**src/rtl/cht_ram.sv**
```systemverilog
`timescale 1ns / 1ps
// ---------------------------------------------------------------------------
// cht_ram - generic simple dual port RAM
// One write port and one read port with registered read data.
// ---------------------------------------------------------------------------
module cht_ram #(
   parameter int WIDTH = 8,
   parameter int DEPTH = 16
) (
   input  logic                     clock,
   input  logic                     wr_en,
   input  logic [$clog2(DEPTH)-1:0] wr_addr,
   input  logic [WIDTH-1:0]         wr_data,
   input  logic                     rd_en,
   input  logic [$clog2(DEPTH)-1:0] rd_addr,
   output logic [WIDTH-1:0]         rd_data
);

   logic [WIDTH-1:0] mem [DEPTH];
   logic [WIDTH-1:0] rd_data_ff;

   // write and registered read
   always_ff @(posedge clock) begin
      if (wr_en) begin
         mem[wr_addr] <= wr_data;
      end
      if (rd_en) begin
         rd_data_ff <= mem[rd_addr];
      end
   end

   assign rd_data = rd_data_ff;

endmodule

```
**config.mk**
```make
export PLATFORM = sky130hd
export DESIGN_NAME = cht_ram
export DESIGN_NICKNAME = d
export VERILOG_FILES = /design/src/rtl/cht_ram.sv
export SDC_FILE = /design/constraint.sdc
export NUM_CORES = 1
export LEC_CHECK = 0
export ABC_AREA = 1
export BUFFER_PORTS_ARGS = -buffer_cell sky130_fd_sc_hd__buf_2
export CORE_UTILIZATION = 33
export DETAILED_ROUTE_END_ITERATION = 10
export SYNTH_ARGS = -nofsm -noshare
export SYNTH_HDL_FRONTEND = slang
export SYNTH_SLANG_ARGS = --single-unit
```
**constraint.sdc**
```tcl
create_clock -name clock -period 1.1 [get_ports clock]
set_input_delay 0.11 -clock clock [delete_from_list [all_inputs] [get_ports clock]]
set_output_delay 0.11 -clock clock [all_outputs]
set_load 0.1 [all_outputs]
```
==> metrics.txt <==
outcome finished, violations left; failing checks negative setup slack; antenna violations before repair 0; YS warnings 0; Synth top cells by count 173 x nand2_1, 136 x edfxtp_1, 100 x inv_1; cts bufs inserted 17; CP Class flip-flop to primary output; Routed Antenna Nets 0; die width 135 µm; delay-heaviest family, CP flip-flops; switching portion of total power 22.6%; Port Buffers 26; hold crit path type primary input to flip-flop; ratio of cells with drive above 1 in the final layout 24.3%; Antenna Cells 0; Routed WL 13.9 mm; final setup margin -0.0661 ns; RSZ-0062 raised after global routing yes; Max Fanout on Critical Path 1; total track usage 16.7%; via count 4,006; critical path depth 1; Seq/Total Area, Yosys 69.8%; Worst EP arrival 1.06 ns; Post-CTS Setup Bufs 0; count of cell types in the netlist 11; worst setup path startpoint rd_data[1]; drt first pass iters 4; number of enable flip-flop cells after synthesis 136; CP Buf/Inv Count 1; CTS tree yes; Clock transition at path regs 0.06 ns; Area Overhead vs Synth 28.5%; Setup TNS -0.348 ns; fin nets 628; Root Driver clkbuf_16; Main synth FF type edfxtp_1; Rows 48; Reg2Reg Setup Slack -0.02 ns; Fin. Hold Viols 0; worst r2r dst rd_data[3]; Worst setup SP type flip-flop; design internal power 10.0 mW; minimum hold slack 0.0458 ns; Final Slew Violations 0; synthesized cell area 0.00585 mm²; slew margin rel. 64.4%; first-pass GRT wire length 22.0 mm; Final Core Density 43.4%; most frequent cell after synthesis nand2_1; Ports 27; R2R depth 6; sw power 2.93 mW; Worst-Margin Slew 0.533 ns; global route overflow 0; Placer Congestion 0.843; share of the synthesized area in the top cell type 69.8%; Power per Cell Area 1720 mW/mm²; skew final 0.00419 ns; max incr delay on CP 0.44 ns; CP Cell Sequence buf_12; Starting DRT DRC Count 357; syn_area_per_cell 10.6 µm²; htree depth 4; # setup viols final 12; number of global-route vias before repair 3,900; WL/cell 16.4 µm; clk sinks 136; Post-Syn Nets 570; post-layout min period 1.17 ns; Synth area leader edfxtp_1; Filler cells 1,614; WP data required 0.99 ns; Die H 135 µm; Power Total 12.9 mW; max-cap viol count 0; CTS max path bufs 2; Vias/cell 4.73; Critical R2R Launch mem[6][3]; Post-Synthesis Cells 551; critical path's slowest cell edfxtp_1; fraction of registers with async set/reset 0%; clock power share 45.5%; fmax 0.858 GHz; maximum vdd drop 1140 µV; Synth area leaders edfxtp_1 70%, nand2_1 11%, nand3_1 8.3%, inv_1 6.4%, buf_6 1.2%; DP HPWL 9.00 mm; Leakage 3.18 nW; Core Region 0.0173 mm²; CP Capture Type primary output; Comb power frac 9.0%; Seq pwr share 45.5%; CP endpoint rd_data[1]; Synth Register Bits 136; die area 0.0183 mm²; clk_lat worst skew 0.42 ns; DRC violations left 0; Tcrit/Tclk final 106%; largest net degree at the start of global routing 33; starting density of the core 33.8%
==> cell usage in the layout, fill, tap and decap left out <==
| master | n |
|---|---|
| nand3_2 | 44 |
| buf_2 | 18 |
| nand3_4 | 5 |
| clkinvlp_4 | 6 |
| bufinv_16 | 4 |
| nand3_1 | 48 |
| clkbuf_1 | 2 |
| buf_4 | 28 |
| nand2_1 | 167 |
| inv_1 | 98 |
| buf_12 | 17 |
| nand2_2 | 6 |
| nor2_1 | 17 |
| clkinv_2 | 2 |
| edfxtp_1 | 136 |
| nand3b_1 | 2 |
| clkinv_1 | 1 |
| inv_2 | 4 |
| clkbuf_16 | 17 |
==> sequential cells by signal (all words and copies together), names as in the netlist <==
register	flops
rd_data	8
mem	128
==> routing by layer <==
layer | vias to the layer above | global-route usage, % | part of all wire (%)
li1 | 1901 | - | -
met1 | 1932 | 22.4 | 44
met2 | 150 | 26.0 | 47
met3 | 23 | 4.65 | 6.0
met4 | 0 | 5.74 | 2.5
met5 | - | 0 | 0
==> cell type report <==
| cell class | count | area (µm²) | area share, % |
|---|---|---|---|
| tap | 225 | 282 | 3.75 |
| clock inverter | 13 | 179 | 2.38 |
| clock buffer | 19 | 433 | 5.76 |
| sequential | 136 | 4080 | 54.4 |
| inverter | 102 | 383 | 5.10 |
| multi-input combinational | 289 | 1510 | 20.1 |
| timing repair buffer | 63 | 641 | 8.53 |
==> how the worst min path moves through the flow <==
stage	from	endpoint	slack [ns]	depth (start not counted)
after global routing	rd_en	rd_data[1]	0.03	1
after global placement	rd_en	rd_data[0]	0.47	1
after detailed placement	rd_en	rd_data[2]	0.47	1
after CTS	rd_en	rd_data[2]	0.03	1
final	rd_en	rd_data[1]	0.05	1
after floorplan	wr_data[0]	mem[0][0]	0.21	0
==> kinds of logic (layout without fill, tap and decap cells) <==
logic type | Yosys count | after routing | synth area share, %
buffers and inverters | 126 | 197 | 9.39
DFF | 136 | 136 | 69.8
and+or+nand+nor | 289 | 289 | 20.8
==> repair_timing <==
action / 4_1_cts / 5_1_grt
pin swaps: 13 / 30
gates resized for setup: 21 / 41
hold buffers: 0 / 0
cloned: 0 / 0
endpoints found under the setup margin: 16 / 16
==> stage by stage <==
step                instances  setup WS (ns)  area, µm²
finish                    847        -0.0661       7510
global route              847         -0.115       7510
CTS                       847        -0.0943       7320
detailed placement        815         -0.237       6600
global placement          815         -0.248       6600
floorplan                 551         0.0392       5850
==> power by group through the flow <==
stage	Combinational [mW]	Clock, mW	Sequential, mW
2_1_floorplan	0.409	0	6.15
3_5_place_dp	1.06	0	5.99
6_report	1.16	5.88	5.88
4_1_cts	1.10	5.97	5.89
5_1_grt	1.25	6.22	5.89
3_3_place_gp	1.04	0	5.99
No activity file was read; power rests on OpenSTA's default activity.
