==> config.mk <==
export PLATFORM = sky130hd
export DESIGN_NAME = cht_mod
export DESIGN_NICKNAME = d
export VERILOG_FILES = /design/src/rtl/cht_pkg.sv /design/src/rtl/cht_mod.sv
export SDC_FILE = /design/constraint.sdc
export NUM_CORES = 1
export LEC_CHECK = 0
export BUFFER_PORTS_ARGS = -buffer_cell sky130_fd_sc_hd__buf_2
export CORE_MARGIN = 5
export CORE_UTILIZATION = 50
export DETAILED_ROUTE_END_ITERATION = 12
export PLACE_DENSITY = 0.8
export REMOVE_ABC_BUFFERS = 1
export SYNTH_ARGS = -nofsm -noshare
export SYNTH_HDL_FRONTEND = slang
export SYNTH_SLANG_ARGS = --single-unit
==> constraint.sdc <==
create_clock -name clock -period 2.65 [get_ports clock]
set_input_delay 0.1325 -clock clock [delete_from_list [all_inputs] [get_ports clock]]
set_output_delay 0.1325 -clock clock [all_outputs]
set_load 0.1 [all_outputs]
==> src/rtl/cht_pkg.sv <==
`timescale 1ns / 1ps
// ---------------------------------------------------------------------------
// cht_pkg - shared types for the chained hash table engine
// Field widths, action and status codes, controller states and the
// transaction payload structs of both channels.
// ---------------------------------------------------------------------------
package cht_pkg;

   localparam int ACT_W  = 2;
   localparam int KEY_W  = 31;
   localparam int VAL_W  = 16;
   localparam int STAT_W = 2;
   localparam int CNT_W  = 9;

   typedef enum logic [ACT_W-1:0] {
      ACT_INSERT = 2'd0,
      ACT_SEARCH = 2'd1,
      ACT_REMOVE = 2'd2
   } action_type;

   typedef enum logic [STAT_W-1:0] {
      STAT_HIT  = 2'd0,
      STAT_MISS = 2'd1,
      STAT_FULL = 2'd2
   } status_type;

   typedef enum logic [3:0] {
      ST_CLEAR,
      ST_IDLE,
      ST_MOD,
      ST_HEAD,
      ST_HEAD_WAIT,
      ST_WALK,
      ST_REC,
      ST_FINISH,
      ST_LINK,
      ST_RESP
   } state_type;

   typedef struct packed {
      logic [ACT_W-1:0] action;
      logic [KEY_W-1:0] key;
      logic [VAL_W-1:0] value;
   } req_type;

   typedef struct packed {
      logic [STAT_W-1:0] status;
      logic [VAL_W-1:0]  value_res;
   } rsp_type;

endpackage

==> src/rtl/cht_mod.sv <==
`timescale 1ns / 1ps
// ---------------------------------------------------------------------------
// cht_mod - iterative key modulo unit
// Restoring remainder, one key bit per cycle, done pulses after the last bit.
// ---------------------------------------------------------------------------
module cht_mod (
   input  logic                      clock,
   input  logic                      reset,
   input  logic                      start,
   input  logic [cht_pkg::KEY_W-1:0] dividend,
   input  logic [cht_pkg::CNT_W-1:0] divisor,
   output logic                      done,
   output logic [cht_pkg::CNT_W-1:0] remainder
);
   import cht_pkg::*;

   localparam int CW = $clog2(KEY_W);

   logic             busy_ff, busy_in;
   logic             done_ff, done_in;
   logic [CW-1:0]    cnt_ff, cnt_in;
   logic [KEY_W-1:0] quo_ff, quo_in;
   logic [CNT_W-1:0] div_ff, div_in;
   logic [CNT_W-1:0] rem_ff, rem_in;
   logic [CNT_W:0]   shifted;

   // one restoring step per cycle
   always_comb begin
      busy_in = busy_ff;
      done_in = 1'b0;
      cnt_in  = cnt_ff;
      quo_in  = quo_ff;
      div_in  = div_ff;
      rem_in  = rem_ff;
      shifted = {rem_ff, quo_ff[KEY_W-1]};
      if (start) begin
         busy_in = 1'b1;
         cnt_in  = '0;
         quo_in  = dividend;
         div_in  = divisor;
         rem_in  = '0;
      end else if (busy_ff) begin
         quo_in = {quo_ff[KEY_W-2:0], 1'b0};
         if (shifted >= {1'b0, div_ff}) begin
            rem_in = CNT_W'(shifted - {1'b0, div_ff});
         end else begin
            rem_in = shifted[CNT_W-1:0];
         end
         cnt_in = cnt_ff + 1'b1;
         if (cnt_ff == CW'(KEY_W - 1)) begin
            busy_in = 1'b0;
            done_in = 1'b1;
         end
      end
   end

   always_ff @(posedge clock) begin
      if (reset) begin
         busy_ff <= 1'b0;
         done_ff <= 1'b0;
         cnt_ff  <= '0;
      end else begin
         busy_ff <= busy_in;
         done_ff <= done_in;
         cnt_ff  <= cnt_in;
      end
      quo_ff <= quo_in;
      div_ff <= div_in;
      rem_ff <= rem_in;
   end

   assign done      = done_ff;
   assign remainder = rem_ff;

endmodule

==> flow_metrics.env <==
export IMPL_run_status="finished, final reports clean"
export IMPL_n_antenna_cell=0
export IMPL_yosysUniqueCellTypes=39
export IMPL_grtUsageTotal=0.143
export IMPL_dp_hpwl_um=3410
export IMPL_clk_pin_slew_ns=0.10
export IMPL_ios=53
export IMPL_post_route_period_util=0.922
export IMPL_critPathTopFamily="compound AO/OA/AOI/OAI gates"
export IMPL_worstHoldPathCells=1
export IMPL_dpl_worst_slack_ns=0.286
export IMPL_nets=326
export IMPL_cts_setup_buffers=0
export IMPL_final_hold_violation_count=0
export IMPL_ys_async_sr_fraction=0
export IMPL_synth_edf_count=40
export IMPL_wl_um=4800
export IMPL_startpoint_type="register"
export IMPL_synth_area_sq_um=2680
export IMPL_die_y_um=83.2
export IMPL_port_buffer_count=52
export IMPL_fin_crit_ns=2.44
export IMPL_reg2reg_depth=10
export IMPL_finalMaxSlewViolations=0
export IMPL_antenna_found_initial=0
export IMPL_p_leak_nw=1.30
export IMPL_num_vias=1756
export IMPL_ir_drop_mv=0.360
export IMPL_setup_viol=0
export IMPL_synth_seq_area_share=0.567
export IMPL_critPathKind="register to register"
export IMPL_placedInstanceArea_sq_um=3010
export IMPL_core_area_sq_um=5170
export IMPL_die_w_um=83.2
export IMPL_max_freq_mhz=409
export IMPL_hold_path_class="primary input to register"
export IMPL_crit_path_frequent_cell="inv_1"
export IMPL_synth_area_per_cell_sq_um=12.8
export IMPL_end_kind="register"
export IMPL_worst_pin_slew_ns=0.738
export IMPL_grt_overflow=0
export IMPL_drc=0
export IMPL_cts_sink_count=56
export IMPL_cp_arrival_ns=2.66
export IMPL_rows=26
export IMPL_critPathMaxFanout=3
export IMPL_gp_congestion=0.798
export IMPL_placedCellCount=325
export IMPL_cts_buffers=5
export IMPL_cp_depth=10
export IMPL_tritoncts="yes"
export IMPL_required_ns=2.87
export IMPL_final_cells=342
export IMPL_areaGrowthSynthToFinish_pct=18.8
export IMPL_drv_cap=0
export IMPL_worst_slack_ns=0.207
export IMPL_drt_iter0_drc=144
export IMPL_cts_max_path_buffers=2
export IMPL_slowest_stage="fa_1"
export IMPL_relSlewSlack=0.507
export IMPL_synthFlopType="edfxtp_1"
export IMPL_clock_root_buffer="clkbuf_8"
export IMPL_final_cell_area_sq_um=3190
export IMPL_grt_max_degree=48
export IMPL_yosysWarnings=0
export IMPL_slowest_delay_ns=0.41
export IMPL_synth_seq_cells=56
export IMPL_grt_pass1_wl_um=8110
export IMPL_crit_chain="inv_1 -> ha_1 -> inv_1 -> fa_1 -> a211oi_2 -> nor3_1 -> a2111oi_2 -> xnor2_1 -> mux2i_1 -> a211oi_1"
export IMPL_start_util=0.518
export IMPL_synth_cells=209
export IMPL_rsz0062_at_grt="false"
export IMPL_drt_pass1_iterations=4
export IMPL_path_buf_inv=2
export IMPL_ant_nets=0
export IMPL_clock_latency_ns=0.31
export IMPL_vias_per_cell=5.13
export IMPL_grt_pass1_vias=1813
export IMPL_htree_levels=2
export IMPL_p_per_area_nw_per_um2=602
export IMPL_die_area_sq_um=6930
export IMPL_drive_above_1_share=0.364
export IMPL_fin_util=0.616
export IMPL_tns_ns=0
export IMPL_skew_ns=0.0115
export IMPL_detail_route_wl_per_cell_um=14.0
cells by family (layout without fill, tap and decap cells):
logic type,count (synthesis),in the layout,synth area share
DFF,56,56,0.567
buffers and inverters,22,85,0.0341
adders and majority gates,12,12,0.0588
AOI/OAI and AO/OA,28,28,0.0761
and+or+nand+nor,44,44,0.0789
muxes,37,37,0.152
xor gates and xnor gates,10,10,0.0327
cell type report:
cell class | instances | area (sq um)
repair buffers | 64 | 373
inverters | 13 | 48.8
fillers | 429 | 1990
clock buffers | 6 | 72.6
clock inverters | 2 | 13.8
well taps | 70 | 87.6
flip-flops and latches | 56 | 1520
multi-input cells | 131 | 1070
Yosys cell counts (2+ instances only):
cell / instances / area [sq um]
nand2_1: 8 / 30.0
buf_1: 2 / 7.51
ha_1: 11 / 138
xor2_1: 5 / 43.8
and3_1: 2 / 12.5
mux2i_1: 7 / 70.1
xnor2_1: 5 / 43.8
edfxtp_1: 40 / 1200
nor2_1: 19 / 71.3
a21oi_1: 5 / 25.0
clkbuf_1: 5 / 18.8
o21ai_0: 4 / 20.0
o21ai_1: 3 / 15.0
nand4_1: 5 / 31.3
a21o_1: 2 / 15.0
nor3_1: 4 / 20.0
mux2_2: 30 / 338
inv_1: 13 / 48.8
a211oi_1: 4 / 30.0
dfxtp_1: 16 / 320
power breakdown:
part / switching (mW) / leakage, nW / internal [mW]
logic: 0.235 / 0.721 / 0.166
clock network: 0.271 / 0.0456 / 0.189
registers: 0.0309 / 0.531 / 1.03
total: 0.537 / 1.30 / 1.38
through the flow:
| stage | hold WS, ns | total power [mW] |
|---|---|---|
| 5_1_grt | 0.00485 | 2.02 |
| 4_1_cts | 0.00405 | 1.94 |
| 6_report | 0.0113 | 1.92 |
| 3_5_place_dp | 0.311 | 1.47 |
| 3_3_place_gp | 0.310 | 1.46 |
| 2_1_floorplan | 0.205 | 1.36 |
flip-flops by register name, indices dropped and copies added (netlist names):
name,count
remainder,9
busy_ff,1
div_ff,9
cnt_ff,5
done,1
quo_ff,31
placed cells by master, fill, tap and decap left out, drive strengths merged:
cell type	Yosys	routed
a2111oi	2	2
a211oi	5	5
a21o	2	2
a21oi	6	6
a221oi	1	1
and2	1	1
and3	2	2
buf	3	55
clkbuf	6	6
clkinv	0	1
dfxtp	16	16
dlygate4sd3	0	9
edfxtp	40	40
fa	1	1
ha	11	11
inv	13	14
mux2	30	30
mux2i	7	7
nand2	8	8
nand2b	1	1
nand3	1	1
nand3b	1	1
nand4	5	5
nor2	19	19
nor3	4	4
nor4b	1	1
o21a	1	1
o21ai	8	8
o21bai	1	1
o311a	1	1
o31ai	1	1
or2	1	1
xnor2	5	5
xor2	5	5
worst register-to-register path: cells and delay by family, from the launching register on:
kind                     cells  cell delay [ns]
AO/OA/AOI/OAI                3             0.89
XOR/XNOR                     1             0.18
adder cells (fa/ha/maj)      2             0.54
buffers and inverters        2             0.13
flip-flops                   1             0.40
multiplexers                 1             0.10
AND/OR/NAND/NOR              1             0.10
routing by layer:
layer,global-route usage,wire [um],share of wire
met3,0.0465,351,0.073
met1,0.174,2090,0.44
met5,0,0,0
met2,0.236,2290,0.48
met4,0.0535,73,0.015
path summary, 6_finish.rpt:
check | startpoint | endpoint | slack (ns)
worst max-delay path | quo_ff[30]$_DFFE_PP_ | remainder[8]$_SDFFE_PP0P_ | 0.21
worst min-delay path | divisor[8] | div_ff[8]$_DFFE_PP_ | 0.01
worst max register to register | quo_ff[30]$_DFFE_PP_ | remainder[8]$_SDFFE_PP0P_ | 0.21
worst min register to register | remainder[3]$_SDFFE_PP0P_ | remainder[3]$_SDFFE_PP0P_ | 0.49
what timing repair did:
item | in CTS | in global routing
gates resized for setup | 0 | 0
hold buffers | 8 | 1
hold endpoints to repair | 8 | 1
Power figures use the tool's default switching activity.
